**src/rtl/bwpd_pkg.sv**
```systemverilog
// Shared types, widths and helpers for the Bezier wire point deformer.
// No dependencies; every other file in rtl/ imports this package.
package bwpd_pkg;

  // Coordinates and packed configuration words
  localparam int CW     = 16;   // Q7.8 coordinate
  localparam int REG_W  = 48;   // packed x/y/z control point
  localparam int REG_N  = 8;    // rest 0..3, warped 0..3
  localparam int IDXW   = 4;    // index port reaches past the register list

  // Curve arithmetic in Q7.16 and the shared multiplier
  localparam int PW     = 24;
  localparam int MAW    = 25;
  localparam int MBW    = 18;
  localparam int MPW    = MAW + MBW;
  localparam int TW     = 17;   // Q0.16 with one guard bit
  localparam int DW     = 34;   // squared distance

  typedef logic signed [PW-1:0]  curve_t;
  typedef logic signed [MAW-1:0] mul_a_t;
  typedef logic signed [MBW-1:0] mul_b_t;
  typedef logic signed [MPW-1:0] mul_p_t;
  typedef logic [TW-1:0]         time_t;
  typedef logic [REG_W-1:0]      cfg_word_t;

  localparam cfg_word_t RESET_FIRST = 48'd16777216;  // (0, 1, 0)
  localparam cfg_word_t RESET_OTHER = 48'd33554432;  // (0, 2, 0)

  // Coordinate c of a packed word, moved to Q7.16.
  function automatic curve_t field_q716(cfg_word_t word, logic [1:0] c);
    logic [CW-1:0] f;
    begin
      case (c)
        2'd0:    f = word[15:0];
        2'd1:    f = word[31:16];
        2'd2:    f = word[47:32];
        default: f = word[15:0];
      endcase
      field_q716 = {f, 8'h00};
    end
  endfunction

endpackage

```
**src/rtl/bwpd_mul.sv**
```systemverilog
// Shared signed multiplier with a registered product.
// Depends on bwpd_pkg for operand and product types.
module bwpd_mul (
  input  logic              clk,
  input  bwpd_pkg::mul_a_t  a,
  input  bwpd_pkg::mul_b_t  b,
  output bwpd_pkg::mul_p_t  prod_r
);
  import bwpd_pkg::*;

  // One product per cycle, registered before any use.
  always_ff @(posedge clk) begin
    prod_r <= MPW'(a) * MPW'(b);
  end

endmodule

```
**src/rtl/bwpd_time_step.sv**
```systemverilog
// Next curve time: t(k+1) from t(k), kept as quotient and remainder of
// (k * 65536 + steps / 2) / steps. Depends on bwpd_pkg for the time type.
module bwpd_time_step #(
  parameter int SEARCH_STEPS = 30
) (
  input  bwpd_pkg::time_t                       t_in,
  input  logic [$clog2(SEARCH_STEPS+1)-1:0]     rem_in,
  output bwpd_pkg::time_t                       t_out,
  output logic [$clog2(SEARCH_STEPS+1)-1:0]     rem_out
);
  import bwpd_pkg::*;

  localparam int RW = $clog2(SEARCH_STEPS + 1);
  localparam time_t          T_STEP = TW'(65536 / SEARCH_STEPS);
  localparam logic [RW:0]    R_STEP = (RW+1)'(65536 % SEARCH_STEPS);
  localparam logic [RW:0]    STEPS  = (RW+1)'(SEARCH_STEPS);

  logic [RW:0] rem_sum;

  // Remainder stays below twice the step count, so one subtract corrects it.
  always_comb begin
    rem_sum = {1'b0, rem_in} + R_STEP;
    if (rem_sum >= STEPS) begin
      rem_out = RW'(rem_sum - STEPS);
      t_out   = t_in + T_STEP + TW'(1);
    end else begin
      rem_out = RW'(rem_sum);
      t_out   = t_in + T_STEP;
    end
  end

endmodule

```
**src/rtl/bezier_wire_point_deformer.sv**
```systemverilog
// Top level of the Bezier wire point deformer: registers, sequencer and
// working set. Depends on bwpd_pkg, bwpd_mul and bwpd_time_step.
//
//   channel  direction  handshake            payload
//   in       input      in_valid / in_stall   in_x, in_y, in_z
//   out      output     out_valid / out_stall out_x, out_y, out_z,
//                                             out_sample_index, out_best_distance_sq
//   cfg      input      cfg_we                cfg_index, cfg_data
//
// A point is worked through as n evaluations of the rest curve and one of the
// warped curve, each of L = 3 * NUM_POINTS * (NUM_POINTS - 1) / 2 lerps, with n
// the rest curve samples tried: k + 2, or k + 1 when the search ends at the curve
// end. Each lerp is one issue on the single shared multiplier, which also squares
// the distance terms.
// Reset loads the default control points; no clearing pass is needed.
// A waiting result does not block the next transfer in; the block stalls
// its input while a point is being worked on.
module bezier_wire_point_deformer #(
  parameter int NUM_POINTS   = 4,
  parameter int SEARCH_STEPS = 30
) (
  input  logic                          clk,
  input  logic                          rst_n,
  input  logic                          cfg_we,
  input  logic [bwpd_pkg::IDXW-1:0]     cfg_index,
  input  bwpd_pkg::cfg_word_t           cfg_data,
  input  logic                          in_valid,
  output logic                          in_stall,
  input  logic signed [15:0]            in_x,
  input  logic signed [15:0]            in_y,
  input  logic signed [15:0]            in_z,
  output logic                          out_valid,
  input  logic                          out_stall,
  output logic signed [15:0]            out_x,
  output logic signed [15:0]            out_y,
  output logic signed [15:0]            out_z,
  output logic [4:0]                    out_sample_index,
  output logic [bwpd_pkg::DW-1:0]       out_best_distance_sq
);
  import bwpd_pkg::*;

  localparam int KW  = $clog2(SEARCH_STEPS + 1);
  localparam int RW  = $clog2(SEARCH_STEPS + 1);
  localparam int PIW = $clog2(NUM_POINTS);
  localparam int LVW = $clog2(NUM_POINTS + 1);
  localparam logic [KW-1:0]  K_LAST   = KW'(SEARCH_STEPS);
  localparam logic [RW-1:0]  REM_INIT = RW'(SEARCH_STEPS / 2);
  localparam logic [LVW-1:0] LV_INIT  = LVW'(NUM_POINTS);
  localparam time_t          T_ONE    = TW'(65536);

  typedef enum logic [2:0] {
    S_IDLE, S_LOAD, S_LERP, S_DRAIN, S_DIST, S_DSUM, S_DECIDE, S_FIN
  } state_t;

  typedef enum logic [1:0] {WB_NONE, WB_LERP, WB_SQ} wb_kind_t;

  state_t        state_r;
  wb_kind_t      wb_kind_r;
  logic [PIW-1:0] wb_i_r;
  logic [1:0]     wb_c_r;

  cfg_word_t     cfg_r [REG_N];
  curve_t        p_r [NUM_POINTS][3];
  curve_t        restp_r [3];
  logic signed [CW-1:0] pt_r [3];

  logic [LVW-1:0] lv_r;
  logic [PIW-1:0] li_r;
  logic [1:0]     lc_r;
  logic           sel_r;
  logic           first_r;

  logic [KW-1:0]  k_r;
  time_t          tk_r, t_eval_r;
  logic [RW-1:0]  rk_r, rem_eval_r;
  logic [DW-1:0]  sum_r, best_r;

  logic                 out_valid_r;
  logic signed [CW-1:0] out_x_r, out_y_r, out_z_r;
  logic [4:0]           out_k_r;
  logic [DW-1:0]        out_d_r;

  mul_a_t  mul_a;
  mul_b_t  mul_b;
  mul_p_t  prod_r;
  time_t   ts_t_in, ts_t_out;
  logic [RW-1:0] ts_r_in, ts_r_out;

  logic signed [MAW-1:0] diff;
  logic signed [MAW-1:0] rnd_tmp;
  logic signed [16:0]    rest_q78;
  logic signed [16:0]    dist_d;
  logic signed [MPW-1:0] prod_rnd;
  curve_t                p_wb;
  logic                  in_take;
  logic                  out_free;
  logic                  improve;
  logic [KW-1:0]         k_adopt;
  logic signed [26:0]    disp [3];
  logic signed [CW-1:0]  sat [3];

  bwpd_mul u_mul (
    .clk    (clk),
    .a      (mul_a),
    .b      (mul_b),
    .prod_r (prod_r)
  );

  bwpd_time_step #(.SEARCH_STEPS(SEARCH_STEPS)) u_time (
    .t_in    (ts_t_in),
    .rem_in  (ts_r_in),
    .t_out   (ts_t_out),
    .rem_out (ts_r_out)
  );

  assign in_take  = in_valid && !in_stall;
  assign out_free = !out_valid_r || !out_stall;
  assign in_stall = (state_r != S_IDLE);

  // Operands of the shared multiplier: a lerp difference times t, or a
  // distance term squared.
  always_comb begin
    diff     = MAW'(p_r[PIW'(li_r + 1'b1)][lc_r]) - MAW'(p_r[li_r][lc_r]);
    rnd_tmp  = MAW'(p_r[0][lc_r]) + MAW'(128);
    rest_q78 = rnd_tmp[24:8];
    dist_d   = 17'(MAW'(pt_r[lc_r]) - MAW'(rest_q78));
    if (state_r == S_DIST) begin
      mul_a = MAW'(dist_d);
      mul_b = MBW'(dist_d);
    end else begin
      mul_a = diff;
      mul_b = {1'b0, t_eval_r};
    end
  end

  // Rounded lerp writeback: a + floor((prod + 2^15) / 2^16).
  always_comb begin
    prod_rnd = prod_r + MPW'(32768);
    p_wb     = PW'(MAW'(p_r[wb_i_r][wb_c_r]) + prod_rnd[16 +: MAW]);
  end

  // Search decision and the time of the next candidate sample.
  always_comb begin
    improve = first_r || (sum_r < best_r);
    k_adopt = first_r ? k_r : KW'(k_r + 1'b1);
    ts_t_in = first_r ? tk_r : t_eval_r;
    ts_r_in = first_r ? rk_r : rem_eval_r;
  end

  // Final displacement with saturation to Q7.8.
  always_comb begin
    for (int c = 0; c < 3; c++) begin
      disp[c] = 27'($signed({pt_r[c], 8'h00})) + 27'(p_r[0][c]) - 27'(restp_r[c]) + 27'sd128;
      if ($signed(disp[c][26:8]) > 19'sd32767) begin
        sat[c] = 16'sh7FFF;
      end else if ($signed(disp[c][26:8]) < -19'sd32768) begin
        sat[c] = -16'sh8000;
      end else begin
        sat[c] = disp[c][23:8];
      end
    end
  end

  // Configuration registers; an index past the list is dropped.
  always_ff @(posedge clk) begin
    if (!rst_n) begin
      for (int r = 0; r < REG_N; r++) begin
        cfg_r[r] <= ((r % 4) == 0) ? RESET_FIRST : RESET_OTHER;
      end
    end else if (cfg_we && (cfg_index < IDXW'(REG_N))) begin
      cfg_r[cfg_index[2:0]] <= cfg_data;
    end
  end

  // Sequencer and working registers.
  always_ff @(posedge clk) begin
    if (!rst_n) begin
      state_r     <= S_IDLE;
      wb_kind_r   <= WB_NONE;
      out_valid_r <= 1'b0;
    end else begin
      if ((state_r != S_LERP) && (state_r != S_DIST)) begin
        wb_kind_r <= WB_NONE;
      end
      // A new result in the same cycle as a transfer out keeps valid high.
      if (out_valid_r && !out_stall && (state_r != S_FIN)) begin
        out_valid_r <= 1'b0;
      end

      // Results of the previous multiplier issue.
      if (wb_kind_r == WB_LERP) begin
        p_r[wb_i_r][wb_c_r] <= p_wb;
      end else if (wb_kind_r == WB_SQ) begin
        sum_r <= sum_r + prod_r[DW-1:0];
      end

      case (state_r)
        S_IDLE: begin
          if (in_take) begin
            pt_r[0]    <= in_x;
            pt_r[1]    <= in_y;
            pt_r[2]    <= in_z;
            k_r        <= '0;
            tk_r       <= '0;
            rk_r       <= REM_INIT;
            t_eval_r   <= '0;
            rem_eval_r <= REM_INIT;
            first_r    <= 1'b1;
            sel_r      <= 1'b0;
            state_r    <= S_LOAD;
          end
        end
        S_LOAD: begin
          for (int i = 0; i < NUM_POINTS; i++) begin
            for (int c = 0; c < 3; c++) begin
              p_r[i][c] <= field_q716(cfg_r[{sel_r, 2'(i)}], 2'(c));
            end
          end
          lv_r    <= LV_INIT;
          li_r    <= '0;
          lc_r    <= '0;
          state_r <= S_LERP;
        end
        S_LERP: begin
          wb_kind_r <= WB_LERP;
          wb_i_r    <= li_r;
          wb_c_r    <= lc_r;
          if (lc_r == 2'd2) begin
            lc_r <= '0;
            if (li_r == PIW'(lv_r - LVW'(2))) begin
              li_r <= '0;
              if (lv_r == LVW'(2)) begin
                state_r <= S_DRAIN;
              end else begin
                lv_r <= LVW'(lv_r - 1'b1);
              end
            end else begin
              li_r <= PIW'(li_r + 1'b1);
            end
          end else begin
            lc_r <= lc_r + 2'd1;
          end
        end
        S_DRAIN: begin
          sum_r   <= '0;
          lc_r    <= '0;
          state_r <= sel_r ? S_FIN : S_DIST;
        end
        S_DIST: begin
          wb_kind_r <= WB_SQ;
          lc_r      <= lc_r + 2'd1;
          if (lc_r == 2'd2) begin
            state_r <= S_DSUM;
          end
        end
        S_DSUM: begin
          state_r <= S_DECIDE;
        end
        S_DECIDE: begin
          first_r <= 1'b0;
          if (improve) begin
            best_r <= sum_r;
            for (int c = 0; c < 3; c++) begin
              restp_r[c] <= p_r[0][c];
            end
            if (!first_r) begin
              k_r  <= k_adopt;
              tk_r <= t_eval_r;
              rk_r <= rem_eval_r;
            end
          end
          if (improve && (k_adopt != K_LAST)) begin
            // Try the next sample on the rest curve.
            t_eval_r   <= ts_t_out;
            rem_eval_r <= ts_r_out;
            state_r    <= S_LOAD;
          end else begin
            // Search is over; evaluate the warped curve at the chosen time.
            sel_r    <= 1'b1;
            t_eval_r <= improve ? (first_r ? tk_r : t_eval_r) : tk_r;
            state_r  <= S_LOAD;
          end
        end
        S_FIN: begin
          if (out_free) begin
            out_x_r     <= sat[0];
            out_y_r     <= sat[1];
            out_z_r     <= sat[2];
            out_k_r     <= 5'(k_r);
            out_d_r     <= best_r;
            out_valid_r <= 1'b1;
            state_r     <= S_IDLE;
          end
        end
        default: begin
          state_r <= S_IDLE;
        end
      endcase
    end
  end

  assign out_valid            = out_valid_r;
  assign out_x                = out_x_r;
  assign out_y                = out_y_r;
  assign out_z                = out_z_r;
  assign out_sample_index     = out_k_r;
  assign out_best_distance_sq = out_d_r;

`ifndef NO_ASSERTIONS
  // The chosen sample never passes the end of the curve.
  a_k_range: assert property (@(posedge clk) disable iff (!rst_n)
    (state_r != S_IDLE) |-> (k_r <= K_LAST))
    else $error("sample index past end of curve");

  // Curve time stays within [0, 1] while lerps are issued.
  a_t_range: assert property (@(posedge clk) disable iff (!rst_n)
    (state_r == S_LERP) |-> (t_eval_r <= T_ONE))
    else $error("curve time above one");

  // A result is withdrawn only after its transfer.
  a_out_hold: assert property (@(posedge clk) disable iff (!rst_n)
    $fell(out_valid_r) |-> $past(!out_stall))
    else $error("result dropped without transfer");

  // An accepted point starts with a load of the rest control points.
  a_start: assert property (@(posedge clk) disable iff (!rst_n)
    in_take |=> (state_r == S_LOAD) && !sel_r && first_r)
    else $error("accepted point did not start an evaluation");
`endif

endmodule

```
**config.mk**
```make
export PLATFORM = sky130hd
export DESIGN_NAME = bezier_wire_point_deformer
export DESIGN_NICKNAME = d
export VERILOG_FILES = /design/src/rtl/bwpd_pkg.sv /design/src/rtl/bwpd_mul.sv /design/src/rtl/bwpd_time_step.sv /design/src/rtl/bezier_wire_point_deformer.sv
export SDC_FILE = /design/constraint.sdc
export NUM_CORES = 2
export LEC_CHECK = 0
export BUFFER_PORTS_ARGS = -buffer_cell sky130_fd_sc_hd__buf_2
export CAP_MARGIN = 40
export CORE_ASPECT_RATIO = 0.8
export CORE_UTILIZATION = 55
export CTS_BUF_LIST = sky130_fd_sc_hd__clkbuf_4 sky130_fd_sc_hd__clkbuf_8
export DETAILED_ROUTE_END_ITERATION = 12
export PLACE_DENSITY_LB_ADDON = 0.1
export SLEW_MARGIN = 25
export SYNTH_ARGS = -nofsm -noshare
export SYNTH_HDL_FRONTEND = slang
export SYNTH_SLANG_ARGS = --single-unit
```
**constraint.sdc**
```tcl
create_clock -name clk -period 12.4 [get_ports clk]
set_input_delay 2.48 -clock clk [delete_from_list [all_inputs] [get_ports clk]]
set_output_delay 2.48 -clock clk [all_outputs]
set_load 0.005 [all_outputs]
```
Word-level counts from Yosys, hierarchy flattened --
Memory sizes are Yosys's and may differ from the RTL's. A register that Yosys moved wholly into a read port is not among the register bits. Index checks and enable logic that the tools add are counted.
Cells by class: add/sub/neg operators 24, multiply operators 1, $lt $le $gt $ge 12, equal/unequal tests 28, mux-type cells 119, bitwise gates (word level) 2, reductions and logical operators 34
Operator list (count):
- two-way mux 16 bit | 27
- two-way mux 24 bit | 9
- binary-select mux 24 bit (select 2 bit) | 4
- two-way mux 17 bit | 5
- adder 26 x 9 -> 27 bit (second input constant) | 3
- subtractor 25 x 24 -> 26 bit | 3
- adder 24 x 24 -> 25 bit | 3
- two-way mux 72 bit | 1
- two-way mux 34 bit | 2
- one-hot mux 17 bit (2 select lines) | 2
- greater-than comparator 19 x 16 -> 1 bit (second input constant) | 3
- less-than comparator 19 x 16 -> 1 bit (second input constant) | 3
- demux 24 bit (select 2 bit) | 1
- two-way mux 48 bit | 1
- OR reduction 48 bit | 1
- two-way mux 5 bit | 9
- two-way mux 3 bit | 14
- adder 40 x 17 -> 40 bit (second input constant) | 1
- multiplier 25 x 18 -> 40 bit | 1
- adder 34 bit | 1
- less-than comparator 34 bit | 1
- one-hot mux 5 bit (2 select lines) | 3
- adder 24 x 9 -> 25 bit (second input constant) | 1
- two-way mux 25 bit | 1
- 47 further kinds | 120
Storage, ports and cells: flip-flop bits (word level) 263, bits in writable memories 792, input port bits 105, output and inout port bits 89, memories kept 4
Memory list:
- cfg_r | depth 8, width 48, read ports 4, clocked after Yosys merged registers in 4, wr ports 8, RTL line bezier_wire_point_deformer.sv:62 | cfg_word_t cfg_r [REG_N];
- p_r | depth 4, width 72, read ports 4, clocked after Yosys merged registers in 2, wr ports 5, RTL line bezier_wire_point_deformer.sv:63 | curve_t p_r [NUM_POINTS][3];
- restp_r | depth 3, width 24, read ports 3, clocked after Yosys merged registers in 0, wr ports 3, RTL line bezier_wire_point_deformer.sv:64 | curve_t restp_r [3];
- pt_r | depth 3, width 16, read ports 4, clocked after Yosys merged registers in 1, wr ports 3, RTL line bezier_wire_point_deformer.sv:65 | logic signed [CW-1:0] pt_r [3];

Depth between registers and ports, before layout --
depth after elaboration 8, mapped depth 46

Cells and area by module --
From an unflattened synthesis, not the netlist that was laid out.
Second synthesis, totals: cells, all modules 6641, area, all modules 74780.5 um^2
By module, submodules not included:
- bezier_wire_point_deformer | times used 1, cells an instance 4645, area an instance 56969.6 um^2, sequential area each 29598.4 um^2
- bwpd_mul | times used 1, cells an instance 1879, area an instance 16957.5 um^2, sequential area each 860.8 um^2
- bwpd_time_step | times used 1, cells an instance 117, area an instance 853.3 um^2, sequential area each 0.0 um^2

Worst setup path after synthesis --
OpenSTA, ideal clock, no wires.
kind register to register, start point register li_r[0], end point register u_mul.prod_r[39], setup time 0.120 ns, arrival time 9.771 ns, data required time 12.280 ns, path slack 2.509 ns, stages on the path, launching flop included 38, path buffers 4, cell sequence edfxtp_1 > clkbuf_1 > buf_1 > buf_1 > mux4_2 > mux2i_1 > o21ai_0 > fa_1 > a211oi_1 > o21ai_2 > a21boi_4 > nor2_2 > o311a_1 > o21ai_2 > or4b_1 > a22oi_1 > clkbuf_1 > nand2_1 > [2 not listed] > inv_1 > ha_1 > inv_1 > fa_1 > inv_1 > fa_1 > inv_1 > fa_1 > inv_1 > ha_1 > a21o_1 > o21bai_1 > a21o_1 > a21oi_1 > o21ai_0 > nor3_1 > nor3_1 > xnor2_1
On the way: longest elaborated chain between the ends 8
Ends and longest elaborated chain:
- start, declared | RTL line bezier_wire_point_deformer.sv:68 | logic [PIW-1:0] li_r;
- start signal, assigned | RTL line bezier_wire_point_deformer.sv:238 | li_r <= PIW'(li_r + 1'b1);
- adder 2 x 1 -> 2 bit | RTL line bezier_wire_point_deformer.sv:123 | diff = MAW'(p_r[PIW'(li_r + 1'b1)][lc_r]) - MAW'(p_r[li_r][lc_r]);
- memory (4 x 72 bit)
- binary-select mux 24 bit (select 2 bit) | RTL line bezier_wire_point_deformer.sv:123
- two-way mux 24 bit (not written as such) (2 in a row) | RTL line bezier_wire_point_deformer.sv:123
- subtractor 24 x 24 -> 25 bit | RTL line bezier_wire_point_deformer.sv:123
- two-way mux 25 bit | RTL line bezier_wire_point_deformer.sv:127 | if (state_r == S_DIST) begin
- multiplier 25 x 18 -> 40 bit | RTL line bwpd_mul.sv:13 | prod_r <= MPW'(a) * MPW'(b);
- end signal, assigned | RTL line bwpd_mul.sv:13
- end, declared | RTL line bwpd_mul.sv:7 | output bwpd_pkg::mul_p_t prod_r
No other way between the ends. The select of a mux whose other input is x is not followed. A chain may end at the register's enable or synchronous reset.

Final worst setup path --
start point register lc_r[1], end point register u_mul.prod_r[39]
On the way: longest elaborated chain between the ends 8
Ends and longest elaborated chain:
- start, declared | RTL line bezier_wire_point_deformer.sv:69 | logic [1:0] lc_r;
- start signal, assigned | RTL line bezier_wire_point_deformer.sv:241 | lc_r <= lc_r + 2'd1;
- start signal, assigned | RTL line bezier_wire_point_deformer.sv:251 | lc_r <= lc_r + 2'd1;
- NOT 2 -> 3 bit (not written as such) (*) | RTL line bezier_wire_point_deformer.sv:123, bezier_wire_point_deformer.sv:124
- binary-select mux 24 bit (select 2 bit) | RTL line bezier_wire_point_deformer.sv:124 | rnd_tmp = MAW'(p_r[0][lc_r]) + MAW'(128);
- two-way mux 24 bit (not written as such) (2 in a row) | RTL line bezier_wire_point_deformer.sv:124
- adder 24 x 9 -> 25 bit | RTL line bezier_wire_point_deformer.sv:124
- subtractor 16 x 17 -> 17 bit | RTL line bezier_wire_point_deformer.sv:126 | dist_d = 17'(MAW'(pt_r[lc_r]) - MAW'(rest_q78));
- two-way mux 25 bit or two-way mux 18 bit (tied branches) | RTL line bezier_wire_point_deformer.sv:127
- multiplier 25 x 18 -> 40 bit (*) | RTL line bwpd_mul.sv:13
Every way passes the cells marked *; elsewhere a longest branch is shown, timed or not. The select of a mux whose other input is x is not followed.

==> Implementation_results.wiki <==
{| class="wikitable"
! Metric !! Value
|-
| Most common cell after layout, fill and taps aside || sky130_fd_sc_hd__edfxtp_1
|-
| Worst Clk Skew || ~57 ps
|-
| Effective utilization at floorplan || 0.5538
|-
| Cell taking the most area after synthesis || sky130_fd_sc_hd__edfxtp_1
|-
| Max Cap Violations || 0
|-
| Result of the run || finished clean
|-
| Crit path capture type || flip-flop
|-
| # rows || roughly 120
|-
| Met3 capacity usage during global routing || 0.1185
|-
| R2r worst-path depth || 39
|-
| Sum of negative setup slack || 0 ps
|-
| Top FF cell, synth || sky130_fd_sc_hd__edfxtp_1
|-
| Bufs on Longest Clock Path || 3
|-
| Top cells by area in the synthesized netlist || sky130_fd_sc_hd__edfxtp_1, sky130_fd_sc_hd__fa_1, sky130_fd_sc_hd__mux4_2
|-
| Final-report setup violation count || 0
|-
| Post-synthesis async set-or-reset flop share || 0
|-
| Global routing's busiest layer || met2
|-
| Vias per inst || ~6.1
|-
| Wire length after detailed routing || 231.3 mm
|-
| Commonest cells after routing, fill and taps aside || sky130_fd_sc_hd__edfxtp_1, sky130_fd_sc_hd__inv_1, sky130_fd_sc_hd__nand2_1, sky130_fd_sc_hd__fa_1, sky130_fd_sc_hd__and2_1
|-
| Yosys top cell area share || 0.3753
|-
| Classification of the worst setup path || flip-flop to flip-flop
|-
| Die Outline Area || 134000 sq um
|-
| Post-route minimum period || ~11000 ps
|-
| Number of global-route vias before repair || about 51000
|-
| Cell area after technology mapping || 72890 sq um
|-
| DP HPWL || approximately 170 mm
|-
| Setup repair after global routing missed its margin || false
|-
| Remaining antenna violation count after routing || 0
|-
| Crit path launch || lc_r[1]
|-
| First-pass iteration count of the detailed router || 8
|-
| Initial antenna violation count || 26
|-
| Clock transition at the registers of the reported paths || 60 ps
|-
| Highest clock frequency the design can meet || between 80 and 90 MHz
|-
| Clock insertion delay at the later pin of the skew report || 950 ps
|-
| Hold Path Class || flip-flop to flip-flop
|-
| Final period utilization || 0.9231
|-
| #FFs+latches synth || about 1100
|-
| Number of buffers inserted to repair setup after CTS || 0
|-
| Via count || ~52000
|-
| Core footprint || roughly 130000 sq um
|-
| Final hold vios || 0
|-
| First-pass GRT wire length || about 340 mm
|-
| Clock tree from TritonCTS || done
|-
| Pin slew with the least headroom to its limit || 995.6 ps
|-
| Hold-fix buffers, CTS || 0
|-
| TritonCTS Buffers || between 150 and 200
|-
| Sum of overflow across all layers after global routing || 0
|-
| Clock sink total || between 1000 and 1500
|-
| Fraction of layout cells with a size suffix above 1 || 0.1390
|-
| Die boundary width || between 400 and 500 microns
|-
| Startpoint type of the worst setup path || flip-flop
|-
| Worst slew margin relative to its limit || 0.3293
|-
| Sequential-to-total area share from yosys stat || 0.4162
|-
| Worst Path Arrival || between 10000 and 15000 ps
|-
| Critical Path RT || between 10000 and 15000 ps
|-
| H-tree lvl count || 4
|-
| Cell count after synthesis || between 6000 and 7000
|-
| CTS resizes || 0
|-
| Maximum number of pins on one net before global-route repair || 77
|-
| Syn. warnings || 0
|-
| Largest incremental delay on the critical path || ~700 ps
|-
| Global routing met1 resource utilization || 0.4928
|-
| First DRT Iteration DRCs || about 6200
|-
| Maximum net fanout on the critical path || 18
|-
| Ports || just under 200
|-
| Routability Congestion || 1.016
|-
| Post-synth EDFFs || 911
|-
| Count of non-filler cells in the finished layout || approximately 8600
|-
| Die height || approximately 330 microns
|-
| Root Buffer Master || sky130_fd_sc_hd__clkbuf_8
|-
| Post-route DRC || 0
|-
| Input/output buffers || about 190
|-
| RR Endpoint || u_mul.prod_r[39]
|-
| FF-to-FF Start || lc_r[1]
|-
| Cell with the largest stage delay on the worst path || sky130_fd_sc_hd__nor3_1
|-
| Overall Global Routing Usage || 0.3464
|-
| Placed instance count || about 8300
|-
| NumNets Final || between 7000 and 8000
|-
| Count of final max-slew check failures || 0
|-
| Final routed wire length divided by cell count || approximately 27 microns
|-
| Met2 capacity usage during global routing || 0.4947
|-
| Number of distinct library cells after synthesis || 93
|-
| Synthesized area per cell || approximately 11 sq um
|-
| End point of the critical path || u_mul.prod_r[39]
|-
| Relative area change from synthesis to final layout || 10.25%
|-
| Reg2reg setup slack || approximately 950 ps
|}
cell usage after synthesis, drive strengths merged, types with 12 or more instances:
cell,n
ha,334
nor3,57
and3,31
fa,470
nand2,545
mux2i,313
nand3,71
a22o,95
o31ai,13
dfxtp,149
mux2,12
nand2b,47
xor2,82
mux4,197
o21a,53
nand4,21
nor2b,52
edfxtp,911
buf,50
a21oi,319
and2,427
clkbuf,264
o211ai,17
inv,808
o22ai,53
a31oi,30
nor2,282
o21ai,276
a21o,108
or3,31
o2bb2ai,29
a211oi,21
xnor2,135
state kept, by name (all words and copies together) (netlist names), 34 cells and up, named ones only:
| register | cells |
|---|---|
| best_r | 34 |
| p_r | 288 |
| cfg_r | 384 |
| pt_r | 48 |
| sum_r | 34 |
| restp_r | 72 |
| u_mul.prod_r | 40 |
| out_best_distance_sq | 34 |
layer usage:
metal  share of wire  up-vias
met3            0.13      471
met4           0.035       18
met2            0.42     2886
li1                -    22990
met5         0.00056        -
met1            0.41    25910
per-stage QoR:
step	instance area (sq um)	hold WS (ps)	util	worst slack [ps]
6_report	80360	445.9	0.6106	953.1
5_1_grt	80350	450.8	0.6105	448.3
4_1_cts	80110	439.5	0.6086	652.5
3_5_place_dp	76530	432.4	0.5814	682.4
3_3_place_gp	76060	432.6	0.5779	744.1
2_1_floorplan	72910	424.4	-	2509
layout make-up:
class	count	area, sq um
Multi-Input combinational cell	4279	38530
Timing Repair Buffer	366	2616
Tap cell	1754	2195
Sequential cell	1060	30360
Antenna cell	14	35.03
Inverter	811	3044
Clock buffer	238	2963
Fill cell	10830	51260
Clock inverter	82	618.1
worst min-delay path by stage:
stage,from,end,slack (ps),depth (start not counted)
floorplan,li_r[0],wb_i_r[0],420,0
global placement,best_r[14],out_best_distance_sq[14],430,0
detailed placement,best_r[21],out_best_distance_sq[21],430,0
CTS,best_r[28],out_best_distance_sq[28],440,0
global route,best_r[21],out_best_distance_sq[21],450,0
finish,best_r[21],out_best_distance_sq[21],450,0
critical path: cells and delay by family (launching register included):
family | cells | cell delay [ps]
flops | 1 | 530
simple gates | 8 | 2340
compound gates | 12 | 3350
fa+ha+maj | 9 | 3940
buf+inv | 7 | 630
mux | 1 | 100
xor+xnor | 2 | 440
logic make-up (layout without fill, tap and decap cells):
family                     Yosys count  in the layout  share of synthesized area
AOI/OAI and AO/OA                 1118           1118                    0.09789
xor gates and xnor gates           218            218                    0.02638
adders and majority gates          804            804                     0.1864
buffers and inverters             1125           1497                    0.05836
DFF                               1060           1060                     0.4162
muxes                              522            522                     0.1057
other                                2             20                  0.0001030
and+or+nand+nor                   1611           1611                     0.1089
Power is not shown: default switching activity piles up to over one toggle a cycle in this logic, so the estimate is an artifact.
